===== config.mk =====
export PLATFORM = sky130hd
export DESIGN_NAME = tape_color_qualifier_top
export DESIGN_NICKNAME = d
export VERILOG_FILES = /design/src/tcq_pkg.sv /design/src/tape_color_qualifier_top.sv
export SDC_FILE = /design/constraint.sdc
export NUM_CORES = 1
export LEC_CHECK = 0
export ABC_AREA = 1
export BUFFER_PORTS_ARGS = -buffer_cell sky130_fd_sc_hd__buf_2
export CELL_PAD_IN_SITES_DETAIL_PLACEMENT = 0
export CELL_PAD_IN_SITES_GLOBAL_PLACEMENT = 1
export CORE_UTILIZATION = 50
export CTS_CLUSTER_SIZE = 12
export DETAILED_ROUTE_END_ITERATION = 12
export GPL_TIMING_DRIVEN = 1
export PLACE_DENSITY = 0.87
export SETUP_SLACK_MARGIN = 0.4
export SYNTH_ARGS = -nofsm -noshare
export SYNTH_HDL_FRONTEND = slang
export SYNTH_SLANG_ARGS = --single-unit

===== constraint.sdc =====
create_clock -name clk -period 16 [get_ports clk]
set_input_delay 3.2 -clock clk [delete_from_list [all_inputs] [get_ports clk]]
set_output_delay 3.2 -clock clk [all_outputs]
set_load 0.05 [all_outputs]

===== src/tcq_pkg.sv =====
package tcq_pkg;

  localparam int unsigned SAMPLE_BITS = 10;
  localparam int unsigned CFG_W       = 10;
  localparam int unsigned CFG_IDX_W   = 3;
  localparam int unsigned RUN_W       = 11;

  localparam logic [RUN_W-1:0] RUN_LIMIT = RUN_W'(1000);
  localparam logic [RUN_W-1:0] RUN_CAP   = RUN_W'(1001);

  localparam logic [CFG_W-1:0] WHITE_BELOW_RST    = CFG_W'(220);
  localparam logic [CFG_W-1:0] RED_ABOVE_RST      = CFG_W'(260);
  localparam logic [CFG_W-1:0] RED_BELOW_RST      = CFG_W'(315);
  localparam logic [CFG_W-1:0] GREEN_ABOVE_RST    = CFG_W'(350);
  localparam logic [CFG_W-1:0] GREEN_BELOW_RST    = CFG_W'(440);
  localparam logic [CFG_W-1:0] BLACK_ABOVE_RST    = CFG_W'(460);
  localparam logic [CFG_W-1:0] STABLE_SAMPLES_RST = CFG_W'(400);

  // Width of 9 * sample.
  localparam int unsigned PROD_W = SAMPLE_BITS + 4;

  // Division by ten as a multiplication by a rounded-up reciprocal. With the
  // shift four bits above the dividend width the rounding error stays below
  // one quotient step for every dividend of PROD_W bits.
  localparam int unsigned DIV_K    = PROD_W + 4;
  localparam int unsigned DIV_M_W  = DIV_K - 3;
  localparam int unsigned DIV_P_W  = PROD_W + DIV_M_W;
  localparam logic [DIV_M_W-1:0] DIV_M =
    DIV_M_W'(((64'd1 << DIV_K) + 64'd9) / 64'd10);

  typedef enum logic [1:0] {
    COL_WHITE = 2'd0,
    COL_RED   = 2'd1,
    COL_GREEN = 2'd2,
    COL_BLACK = 2'd3
  } colour_t;

  typedef enum logic [CFG_IDX_W-1:0] {
    REG_WHITE_BELOW    = 3'd0,
    REG_RED_ABOVE      = 3'd1,
    REG_RED_BELOW      = 3'd2,
    REG_GREEN_ABOVE    = 3'd3,
    REG_GREEN_BELOW    = 3'd4,
    REG_BLACK_ABOVE    = 3'd5,
    REG_STABLE_SAMPLES = 3'd6
  } cfg_reg_t;

  function automatic logic [SAMPLE_BITS-1:0] div10(input logic [PROD_W-1:0] x);
    logic [DIV_P_W-1:0] p;
    p = DIV_P_W'(x) * DIV_P_W'(DIV_M);
    return p[DIV_K +: SAMPLE_BITS];
  endfunction

endpackage


===== src/tape_color_qualifier_top.sv =====
// An accepted sample is held in the first stage with its share of the level;
// when that stage is processed, an emitted result goes to the output register.
// Throughput: one sample per cycle; the input stalls only while a stalled
// result is held in the output register and the held sample would emit another.
// The colour loop (level divide by ten, band compares, run count) is
// combinational. Synchronous active-low reset restores the register defaults,
// clears the smoothed level and run count, sets white and empties both stages.
module tape_color_qualifier_top
  import tcq_pkg::*;
(
  input  logic                   clk,
  input  logic                   rst_n,
  input  logic                   in_valid,
  output logic                   in_stall,
  input  logic [SAMPLE_BITS-1:0] in_sample,
  output logic                   out_valid,
  input  logic                   out_stall,
  output logic [1:0]             out_colour,
  input  logic                   cfg_valid,
  output logic                   cfg_ready,
  input  logic [CFG_IDX_W-1:0]   cfg_index,
  input  logic [CFG_W-1:0]       cfg_data
);

  logic [CFG_W-1:0] white_below_r;
  logic [CFG_W-1:0] red_above_r;
  logic [CFG_W-1:0] red_below_r;
  logic [CFG_W-1:0] green_above_r;
  logic [CFG_W-1:0] green_below_r;
  logic [CFG_W-1:0] black_above_r;
  logic [CFG_W-1:0] stable_samples_r;

  logic                   vld_r;
  logic [SAMPLE_BITS-1:0] part_r;

  logic [SAMPLE_BITS-1:0] level_r;
  logic [SAMPLE_BITS-1:0] level_nxt;
  colour_t                colour_r;
  colour_t                colour_nxt;
  logic [RUN_W-1:0]       run_r;
  logic [RUN_W-1:0]       run_nxt;
  logic [RUN_W-1:0]       run_inc;
  logic                   changed;
  logic                   emit;

  logic                   out_vld_r;
  colour_t                out_colour_r;

  logic in_acc;
  logic out_free;
  logic proc_go;

  assign cfg_ready = 1'b1;

  always_ff @(posedge clk) begin
    if (!rst_n) begin
      white_below_r    <= WHITE_BELOW_RST;
      red_above_r      <= RED_ABOVE_RST;
      red_below_r      <= RED_BELOW_RST;
      green_above_r    <= GREEN_ABOVE_RST;
      green_below_r    <= GREEN_BELOW_RST;
      black_above_r    <= BLACK_ABOVE_RST;
      stable_samples_r <= STABLE_SAMPLES_RST;
    end else if (cfg_valid && cfg_ready) begin
      unique case (cfg_index)
        REG_WHITE_BELOW:    white_below_r    <= cfg_data;
        REG_RED_ABOVE:      red_above_r      <= cfg_data;
        REG_RED_BELOW:      red_below_r      <= cfg_data;
        REG_GREEN_ABOVE:    green_above_r    <= cfg_data;
        REG_GREEN_BELOW:    green_below_r    <= cfg_data;
        REG_BLACK_ABOVE:    black_above_r    <= cfg_data;
        REG_STABLE_SAMPLES: stable_samples_r <= cfg_data;
        default: ;
      endcase
    end
  end

  assign out_free = !out_vld_r || !out_stall;
  assign proc_go  = vld_r && (!emit || out_free);
  assign in_stall = vld_r && !proc_go;
  assign in_acc   = in_valid && !in_stall;

  // The sample's share of the new level does not depend on state, so it is
  // formed while the transaction is taken in.
  always_ff @(posedge clk) begin
    if (!rst_n) begin
      vld_r <= 1'b0;
    end else if (in_acc) begin
      vld_r <= 1'b1;
    end else if (proc_go) begin
      vld_r <= 1'b0;
    end
  end

  always_ff @(posedge clk) begin
    if (in_acc) begin
      part_r <= div10(PROD_W'(in_sample) * PROD_W'(9));
    end
  end

  always_comb begin
    level_nxt  = part_r + div10(PROD_W'(level_r));
    colour_nxt = colour_r;
    changed    = 1'b0;
    if (colour_nxt != COL_WHITE && level_nxt < white_below_r) begin
      colour_nxt = COL_WHITE;
      changed    = 1'b1;
    end
    if (colour_nxt != COL_RED && level_nxt > red_above_r && level_nxt < red_below_r) begin
      colour_nxt = COL_RED;
      changed    = 1'b1;
    end
    if (colour_nxt != COL_GREEN && level_nxt > green_above_r
        && level_nxt < green_below_r) begin
      colour_nxt = COL_GREEN;
      changed    = 1'b1;
    end
    if (colour_nxt != COL_BLACK && level_nxt > black_above_r) begin
      colour_nxt = COL_BLACK;
      changed    = 1'b1;
    end
    run_inc = changed ? '0 : run_r + RUN_W'(1);
    emit    = (run_inc == RUN_W'(stable_samples_r));
    run_nxt = (run_inc > RUN_LIMIT) ? RUN_CAP : run_inc;
  end

  always_ff @(posedge clk) begin
    if (!rst_n) begin
      level_r  <= '0;
      colour_r <= COL_WHITE;
      run_r    <= '0;
    end else if (proc_go) begin
      level_r  <= level_nxt;
      colour_r <= colour_nxt;
      run_r    <= run_nxt;
    end
  end

  always_ff @(posedge clk) begin
    if (!rst_n) begin
      out_vld_r <= 1'b0;
    end else if (proc_go && emit) begin
      out_vld_r <= 1'b1;
    end else if (!out_stall) begin
      out_vld_r <= 1'b0;
    end
  end

  always_ff @(posedge clk) begin
    if (proc_go && emit) begin
      out_colour_r <= colour_nxt;
    end
  end

  assign out_valid  = out_vld_r;
  assign out_colour = out_colour_r;

endmodule


==> impl_metrics.tcl <==
set metrics [dict create \
    outcome "completed" \
    tritoncts "done" \
    drv_slew 0 \
    maxCapViolCount 0 \
    drt_iter0_markers 487 \
    cts-buffers-inserted 9 \
    syn_inst 1548 \
    final-setup-viol-count 0 \
    crit_path_end_kind "output pin" \
    hp-class "register to register" \
    design_area_sq_um 13200 \
    routed_wl_microns 27000 \
    wl_per_cell_microns 14.2 \
    synth.ff_latch_count 107 \
    cp_slowest_cell "fa_1" \
    max_slew_margin_pct 32.6 \
    avgSynthCellArea_sq_um 8.04 \
    largest_reg_flops 11 \
    hpwl_microns 22200 \
    fin_skew_ns 0.0131 \
    antenna_cells 0 \
    nets 1939 \
    core-area_sq_um 24400 \
    synth_top_area_share_pct 24.6 \
    yosysUniqueCellTypes 50 \
    cts_hold_buf 0 \
    layout_min_cycle_time_ns 12.51 \
    path_common_cell "nand2_1" \
    crit_type "register to output pin" \
    synthTopCellsByArea "ha_1 25%, fa_1 16%, dfxtp_1 15%, inv_1 10%, nand2_1 6.9%" \
    syn2layout_area_growth_pct 5.92 \
    cp.arrival_ns 9.31 \
    synthesis.area_sq_um 12400 \
    io_buffers 31 \
    rows 57 \
    final_cell_mix "348 x inv_1, 245 x ha_1, 228 x nand2_1, 101 x a21oi_1, 100 x nor2_1" \
    synth_top_cell_by_area "ha_1" \
    ctsResizeCount 0 \
    grt_pass1_wl_microns 46600 \
    critPathMaxFanout 27 \
    rsz0062_at_grt "false" \
    ys_seq_area_share_pct 18.2 \
    start_kind "register" \
    antenna_found_initial 0 \
    clockBufferDepth 2 \
    min_period_over_period_pct 78.2 \
    regMostFlops "run_r" \
    grt_max_degree 96 \
    cts_htree_levels 3 \
    cpPeakStageDelay_ns 0.55 \
    cts_setup_buffers 0 \
    die_w_microns 160 \
    layout_commonest_cell "inv_1" \
    hold_violations 0 \
    start_util_pct 51.0 \
    cts_sinks 107 \
    synth-async-reset-ratio_pct 0 \
    via_count 9665 \
    die_y_microns 160 \
    track_usage_pct 22.4 \
    drc 0 \
    place_area_sq_um 12900 \
    cts_root_buf "clkbuf_16" \
    drive_above_1_share_pct 5.79 \
    required_ns 12.80 \
    dieArea_sq_um 25500 \
    grt_overflow 0 \
    clk_latency_ns 0.36 \
    vias_per_cell 5.09 \
    worst_slew_pin_slew_ns 1.01 \
    ant_nets 0 \
    grt_pass1_vias 9564 \
    firstDrtPassIters 4 \
    synth_edf_count 12 \
    synth_ff_type "dfxtp_1" \
    yosysWarnings 0 \
    ios 33 \
    clk_pin_slew_ns 0.08 \
    routabilityCongestion 0.873 \
    synth_nets 1919 \
    fin_setup_tns_ns 0 \
    fmax_mhz 79.9 \
]
cells in the mapped netlist, drive strengths merged, types with 17 or more instances:
cell type,n
o211ai,34
dfxtp,95
xor2,31
nand3,63
clkbuf,18
inv,356
nor2,114
nand4,17
nand2,232
a21oi,101
o21ai,60
ha,245
fa,98
layout make-up:
class	instances	area [sq um]
inverter	356	1340
multi-input combinational	1059	8690
tap	324	405
timing repair buffer	35	185
sequential	107	2260
clock inverter	7	68.8
fill	2370	11200
clock buffer	9	225
path summary, 6_finish.rpt:
check | to | from | cells after the start | slack (ns)
setup / recovery | in_stall | level_r[7] | 44 | 3.49
hold / removal | red_below_r[0] | red_below_r[0] | 2 | 0.46
hold reg to reg | red_below_r[0] | red_below_r[0] | 2 | 0.46
setup reg to reg | part_r[6] | level_r[7] | 44 | 6.65
cell families (layout without fill, tap and decap cells):
| group | Yosys count | after routing | synth area share [%] |
|---|---|---|---|
| AND/OR/NAND/NOR | 444 | 444 | 15.7 |
| XOR/XNOR | 45 | 45 | 3.17 |
| buffers and inverters | 382 | 407 | 12.0 |
| other | 1 | 1 | 0.0301 |
| adder cells (fa/ha/maj) | 343 | 343 | 40.4 |
| flip-flops | 107 | 107 | 18.2 |
| AO/OA/AOI/OAI | 226 | 226 | 10.6 |
critical path, delay by kind of cell, from the launching register on:
family	cells	cell delay (ns)
adder cells (fa/ha/maj)	8	3.45
AND/OR/NAND/NOR	19	2.31
AO/OA/AOI/OAI	9	1.70
buffers and inverters	6	0.75
flip-flops	1	0.38
XOR/XNOR	2	0.30
metrics by stage:
| step | util (%) | setup slack [ns] | hold WS, ns | cells |
|---|---|---|---|---|
| finish | 54.1 | 3.49 | 0.459 | 1897 |
| global route | 54.1 | 2.69 | 0.482 | 1897 |
| CTS | 54.1 | 3.46 | 0.465 | 1897 |
| detailed placement | 52.8 | 3.86 | 0.444 | 1881 |
| global placement | 52.8 | 4.09 | 0.440 | 1881 |
| floorplan | - | 4.73 | 0.429 | 1548 |
layer usage:
metal | vias to the layer above | wire [microns] | GRT usage, %
met5 | - | 0 | 0
met4 | 0 | 294 | 3.85
met1 | 4491 | 13300 | 31.8
met3 | 19 | 1030 | 2.57
met2 | 155 | 12400 | 37.1
li1 | 5000 | - | -
Power is not shown: default switching activity piles up to over one toggle a cycle in this logic, so the estimate is an artifact.
